[config.mk]
export PLATFORM = sky130hd
export DESIGN_NAME = ghash_multiply_accumulate_top
export DESIGN_NICKNAME = d
export VERILOG_FILES = /design/src/rtl/core/ghash_pkg.sv /design/src/rtl/core/ghash_multiply_accumulate_top.sv
export SDC_FILE = /design/constraint.sdc
export NUM_CORES = 1
export LEC_CHECK = 0
export BUFFER_PORTS_ARGS = -buffer_cell sky130_fd_sc_hd__buf_2
export CAP_MARGIN = 20
export CORE_MARGIN = 2
export CORE_UTILIZATION = 40
export CTS_CLUSTER_DIAMETER = 120
export DETAILED_ROUTE_END_ITERATION = 10
export GPL_TIMING_DRIVEN = 0
export PLACE_DENSITY = 0.58
export SLEW_MARGIN = 20
export SYNTH_ARGS = -nofsm -noshare
export SYNTH_HDL_FRONTEND = slang
export SYNTH_SLANG_ARGS = --single-unit
[constraint.sdc]
create_clock -name clk -period 6.3 [get_ports clk]
set_input_delay 0.315 -clock clk [delete_from_list [all_inputs] [get_ports clk]]
set_output_delay 0.315 -clock clk [all_outputs]
set_load 0.01 [all_outputs]
[src/rtl/core/ghash_pkg.sv]
`timescale 1ns / 1ps
`default_nettype none

package ghash_pkg;

	// Field element and port widths
	localparam int BLOCK_W = 128;
	localparam int HALF_W  = 64;
	localparam int OUT_W   = 2 * BLOCK_W;

	// Key bits taken per multiply step, and the step count per block
	localparam int DIGIT_W = 4;
	localparam int STEPS   = BLOCK_W / DIGIT_W;
	localparam int CNT_W   = $clog2(STEPS);

	// Configuration register indexes
	typedef enum logic [0:0] {
		REG_KEY_LOW  = 1'b0,
		REG_KEY_HIGH = 1'b1
	} reg_index_t;

	// Sequencer states
	typedef enum logic [2:0] {
		ST_IDLE = 3'b001,
		ST_RUN  = 3'b010,
		ST_DONE = 3'b100
	} state_t;

	// Reverse the bit order inside every byte
	function automatic logic [HALF_W-1:0] byte_bitrev(input logic [HALF_W-1:0] v);
		logic [HALF_W-1:0] r;
		r = '0;
		for (int b = 0; b < HALF_W / 8; b++) begin
			for (int k = 0; k < 8; k++) begin
				r[8*b + k] = v[8*b + 7 - k];
			end
		end
		return r;
	endfunction

	// One Horner step: z * x^DIGIT_W + s * d, reduced by x^128 + x^7 + x^2 + x + 1
	function automatic logic [BLOCK_W-1:0] gf_digit(
		input logic [BLOCK_W-1:0] z,
		input logic [BLOCK_W-1:0] s,
		input logic [DIGIT_W-1:0] d
	);
		logic [BLOCK_W+DIGIT_W-1:0] t;
		logic [DIGIT_W-1:0]         top;
		logic [BLOCK_W-1:0]         fold;
		t = {z, {DIGIT_W{1'b0}}};
		for (int k = 0; k < DIGIT_W; k++) begin
			if (d[k]) begin
				t = t ^ ({{DIGIT_W{1'b0}}, s} << k);
			end
		end
		top  = t[BLOCK_W+DIGIT_W-1 -: DIGIT_W];
		fold = BLOCK_W'(top) ^ (BLOCK_W'(top) << 1) ^ (BLOCK_W'(top) << 2)
			^ (BLOCK_W'(top) << 7);
		return t[BLOCK_W-1:0] ^ fold;
	endfunction

endpackage

`default_nettype wire

[src/rtl/core/ghash_multiply_accumulate_top.sv]
`timescale 1ns / 1ps
`default_nettype none

// GHASH multiply-accumulate for GCM over GF(2^128). Each input beat carries one
// 128-bit block; its bytes are bit-reversed, XORed into the accumulator (or into
// zero when the restart flag is set) and the sum is multiplied by the hash key,
// reduced by x^128 + x^7 + x^2 + x + 1. The key is loaded through the cfg port
// (index 0: key words 0 and 1, index 1: key words 2 and 3, byte-bit-reversed
// form) and may only be written while no block is in flight. Each block goes
// through a load step, 32 multiply steps that each shift four key bits out of
// a key shift register into a single shared 128-bit multiply-reduce step, and
// a handoff into the output register. A new block is accepted on the cycle
// after the handoff, even while the previous result still waits in the output
// register.
module ghash_multiply_accumulate_top (
	input  wire                          clk,
	input  wire                          arst_n,
	// cfg port
	input  wire                          cfg_valid,
	output logic                         cfg_ready,
	input  wire                          cfg_index,
	input  wire  [ghash_pkg::HALF_W-1:0] cfg_data,
	// input stream
	input  wire                          s_tvalid,
	output logic                         s_tready,
	input  wire  [ghash_pkg::BLOCK_W-1:0] s_tdata,  // data_low, data_high
	input  wire                          s_tuser,   // restart
	// result stream
	output logic                         m_tvalid,
	input  wire                          m_tready,
	output logic [ghash_pkg::OUT_W-1:0]  m_tdata    // acc_low, acc_high, tag_low, tag_high
);
	import ghash_pkg::*;

	state_t                  state_q;
	logic [HALF_W-1:0]       key_low_q;
	logic [HALF_W-1:0]       key_high_q;
	logic [BLOCK_W-1:0]      key_sr_q;
	logic [BLOCK_W-1:0]      sum_q;
	logic [BLOCK_W-1:0]      z_q;
	logic [CNT_W-1:0]        cnt_q;
	logic                    out_valid_q;
	logic [OUT_W-1:0]        out_data_q;

	logic                    in_beat;
	logic                    out_free;
	logic [BLOCK_W-1:0]      acc_base;
	logic [BLOCK_W-1:0]      sum_next;

	assign cfg_ready = 1'b1;
	assign s_tready  = (state_q == ST_IDLE);
	assign in_beat   = s_tvalid && s_tready;
	assign out_free  = !out_valid_q || m_tready;
	assign m_tvalid  = out_valid_q;
	assign m_tdata   = out_data_q;

	// Form the multiplicand: reversed block XOR accumulator, or zero on restart
	assign acc_base = s_tuser ? '0 : z_q;
	assign sum_next = acc_base ^ {byte_bitrev(s_tdata[BLOCK_W-1:HALF_W]),
		byte_bitrev(s_tdata[HALF_W-1:0])};

	// Capture key registers
	always_ff @(posedge clk or negedge arst_n) begin
		if (!arst_n) begin
			key_low_q  <= '0;
			key_high_q <= '0;
		end else if (cfg_valid && cfg_ready) begin
			case (reg_index_t'(cfg_index))
				REG_KEY_LOW:  key_low_q  <= cfg_data;
				REG_KEY_HIGH: key_high_q <= cfg_data;
				default: ;
			endcase
		end
	end

	// Sequence load, digit steps and handoff; z_q doubles as the accumulator
	always_ff @(posedge clk or negedge arst_n) begin
		if (!arst_n) begin
			state_q <= ST_IDLE;
			z_q     <= '0;
			cnt_q   <= '0;
		end else begin
			case (state_q)
				ST_IDLE: begin
					if (in_beat) begin
						z_q     <= '0;
						cnt_q   <= '0;
						state_q <= ST_RUN;
					end
				end
				ST_RUN: begin
					z_q   <= gf_digit(z_q, sum_q, key_sr_q[BLOCK_W-1 -: DIGIT_W]);
					cnt_q <= cnt_q + 1'b1;
					if (cnt_q == CNT_W'(STEPS - 1)) begin
						state_q <= ST_DONE;
					end
				end
				ST_DONE: begin
					if (out_free) begin
						state_q <= ST_IDLE;
					end
				end
				default: state_q <= ST_IDLE;
			endcase
		end
	end

	// Load the multiplicand and key, then shift key digits out MSB first
	always_ff @(posedge clk) begin
		if (in_beat) begin
			sum_q    <= sum_next;
			key_sr_q <= {key_high_q, key_low_q};
		end else if (state_q == ST_RUN) begin
			key_sr_q <= key_sr_q << DIGIT_W;
		end
	end

	// Hold the result beat until taken
	always_ff @(posedge clk or negedge arst_n) begin
		if (!arst_n) begin
			out_valid_q <= 1'b0;
		end else if (state_q == ST_DONE && out_free) begin
			out_valid_q <= 1'b1;
		end else if (m_tready) begin
			out_valid_q <= 1'b0;
		end
	end

	always_ff @(posedge clk) begin
		if (state_q == ST_DONE && out_free) begin
			out_data_q <= {byte_bitrev(z_q[BLOCK_W-1:HALF_W]), byte_bitrev(z_q[HALF_W-1:0]),
				z_q};
		end
	end

endmodule

`default_nettype wire

==> run metrics <==
Lkg Pwr=17.09 nW; period utilisation layout=0.4906; clock sinks=649; VDD IR-drop max=approximately 0.00026 V; Via density=4.700; worst min-delay path class=in2reg; I/O pins=458; Final Skew=0.02685 ns; Total Die Area=84060 µm²; Hold Fails Final Rpt=0; Slew @ Worst Pin=0.8132 ns; PwrDens=481.5 nW/µm²; post-synthesis net count=between 3000 and 4000; Synth top area share=0.3526; Total Nets Final=~3900; clock-pin slew on the worst setup and hold paths=0.06 ns; initial drt markers=1381; CP Capture Type=flip-flop; worst setup margin=3.209 ns; initial antenna violation count=17; area leader, netlist=edfxtp_1; fill count=7331; data required time of the worst path=6.55 ns; clock group share of total power=0.227; NetSw=7.144 mW; total grt overflow=0; number of synthesized register bits=649; Residual DRC=0; final wirelength=87910 µm; vias in the first global route=23080; total negative slack=0 ns; Tmin final=3.091 ns; Clock Tree Root=clkbuf_16; Core Rows=104; GP Congestion=approximately 0.82; Reg power frac=0.374; core area=around 81000 µm²; Max Freq=323.6 MHz; number of buffers created by CTS=between 70 and 80; Die W=289.9 µm; DP HPWL=roughly 62000 µm; via count=~23000; Startpoint Class=flip-flop; Area after DPL=roughly 37000 µm²; max-cap violations=0; Post-Syn Instances=3014; Total Power=19.66 mW; commonest non-fill, non-tap cell in the layout=nand2_1; global-route wire length before repair=137500 µm; unrepaired setup endpoints after global routing=no; mapped cell area=about 33000 µm²; clock tree buffer depth=3; post-layout util=0.5061; largest cells by area after synthesis=edfxtp_1 (35%), dfrtp_1 (20%), xnor2_1 (14%); Clk Latency, worst-skew pair=around 0.62 ns; post-synthesis sequential area ratio=0.5554; P_int=12.52 mW; arrival time worst endpoint=roughly 3.3 ns; Pre-antenna DRT Iters=8; outcome=completed; final setup vio count=0; final slew viol count=0; Setup CP Type=reg2reg; drt wl/cell=18.12 µm; GRT Total Usage=0.2094; synth unique cells=33; synth warn=0; per-instance average area after synthesis=between 10 and 15 µm²; # Post-CTS Setup Buffers=0; Port Buffer Count=455; Rel. slew slack=0.4578; initial core utilization=0.4054; P&R area growth vs syn=24.85%; ANT nets after route=0; Max FO, Critical Path=76; Die Ht=289.9 µm; H-tree depth=3; switching share of power=0.3634; commonest non-fill, non-tap cells in the layout=nand2_1 (895), buf_2 (519), xnor2_1 (508); worst slack, placed=3.023 ns; largest net degree at the start of global routing=81; post-route design area=40830 µm²; Gate power share=0.399; layout cell share with drive strength beyond 1=0.2444; CTS tree=built
==> registers in the layout, indices dropped and copies added (netlist names) <==
register    flops
z_q           128
key_high_q     64
sum_q         128
m_tdata       128
m_tvalid        1
cnt_q           5
key_sr_q      128
key_low_q      64
state_q         3
==> worst paths after layout <==
kind                                      from             end  slack, ns  cells after the start
worst min register to register  key_high_q[56]  key_high_q[56]       0.50                      1
worst min-delay path               s_tdata[83]       sum_q[84]       0.03                      2
max in group asynchronous               arst_n        z_q[110]       4.86                      4
worst max register to register      state_q[0]    key_sr_q[91]       3.21                      6
min in group asynchronous               arst_n   key_low_q[43]       0.20                      2
worst max-delay path                state_q[0]    key_sr_q[91]       3.21                      6
==> kinds of logic after synthesis <==
kind of cell,count (synthesis),synth area share
AOI/OAI and AO/OA,135,0.02066
xor gates and xnor gates,645,0.1762
adders and majority gates,2,0.0007650
buffers and inverters,283,0.05199
DFF,649,0.5554
muxes,128,0.04407
other,1,0.0001147
and+or+nand+nor,1171,0.1508
==> power groups by stage <==
stage | sequential, mW | combinational (mW) | clock [mW]
floorplan | 6.95 | 6.27 | 0
global placement | 7.52 | 7.64 | 0
detailed placement | 7.43 | 7.78 | 0
CTS | 7.36 | 7.91 | 4.56
global route | 7.51 | 8.72 | 4.71
finish | 7.36 | 7.85 | 4.46
==> critical path, stage by stage, from the launching register on <==
cell and delay (ns):
dfstp_2 0.57, nor3b_4 0.36, nand2_2 0.36, inv_2 0.41
nor2_1 0.23, inv_8 0.33, buf_16 0.37
==> Yosys cell counts, drive strengths merged <==
cell and instances:
xnor3 6, xnor2 509, or2 1, a21oi 2, dfstp 1, nor3b 1, nor2 5, nor2b 2
edfxtp 384, mux2 128, or3b 1, o21ai 133, conb 1, nand3 128, xor2 129, dfrtp 264
inv 2, and3 5, buf 227, ha 2, nand2b 130, clkbuf 54, xor3 1, nand2 896
nand3b 2
==> layer usage <==
layer  global-route usage  up-vias  wire length [µm]
met5                    0        -               125
li1                     -    11120                 -
met2               0.3525      480             42610
met1               0.2798    11040             39440
met4              0.05399       22              1945
met3              0.03661      135              3793
==> per-stage QoR <==
stage | hold slack [ns] | cells
2_1_floorplan | 0.01941 | 3014
4_1_cts | 0.001581 | 4844
3_5_place_dp | 0.2569 | 4540
6_report | 0.03305 | 4851
3_3_place_gp | 0.4817 | 4529
5_1_grt | 0.005466 | 4851
==> timing repair <==
action	CTS	global route
resized for setup	0	0
hold buffers	167	0
hold endpoints to repair	274	0
==> cell type report <==
type                            instances  area (µm²)  area share
Tap cell                             1060        1326     0.03248
Multi-Input combinational cell       2082       12850      0.3147
Sequential cell                       649       18160      0.4449
Antenna cell                            6       15.01   0.0003677
Clock buffer                          110        2205     0.05399
Buffer                                281        1704     0.04174
Clock inverter                         27       304.0    0.007446
Timing Repair Buffer                  634        4250      0.1041
Inverter                                2       15.01   0.0003677
Note: power is estimated with default switching activity, not from simulation.
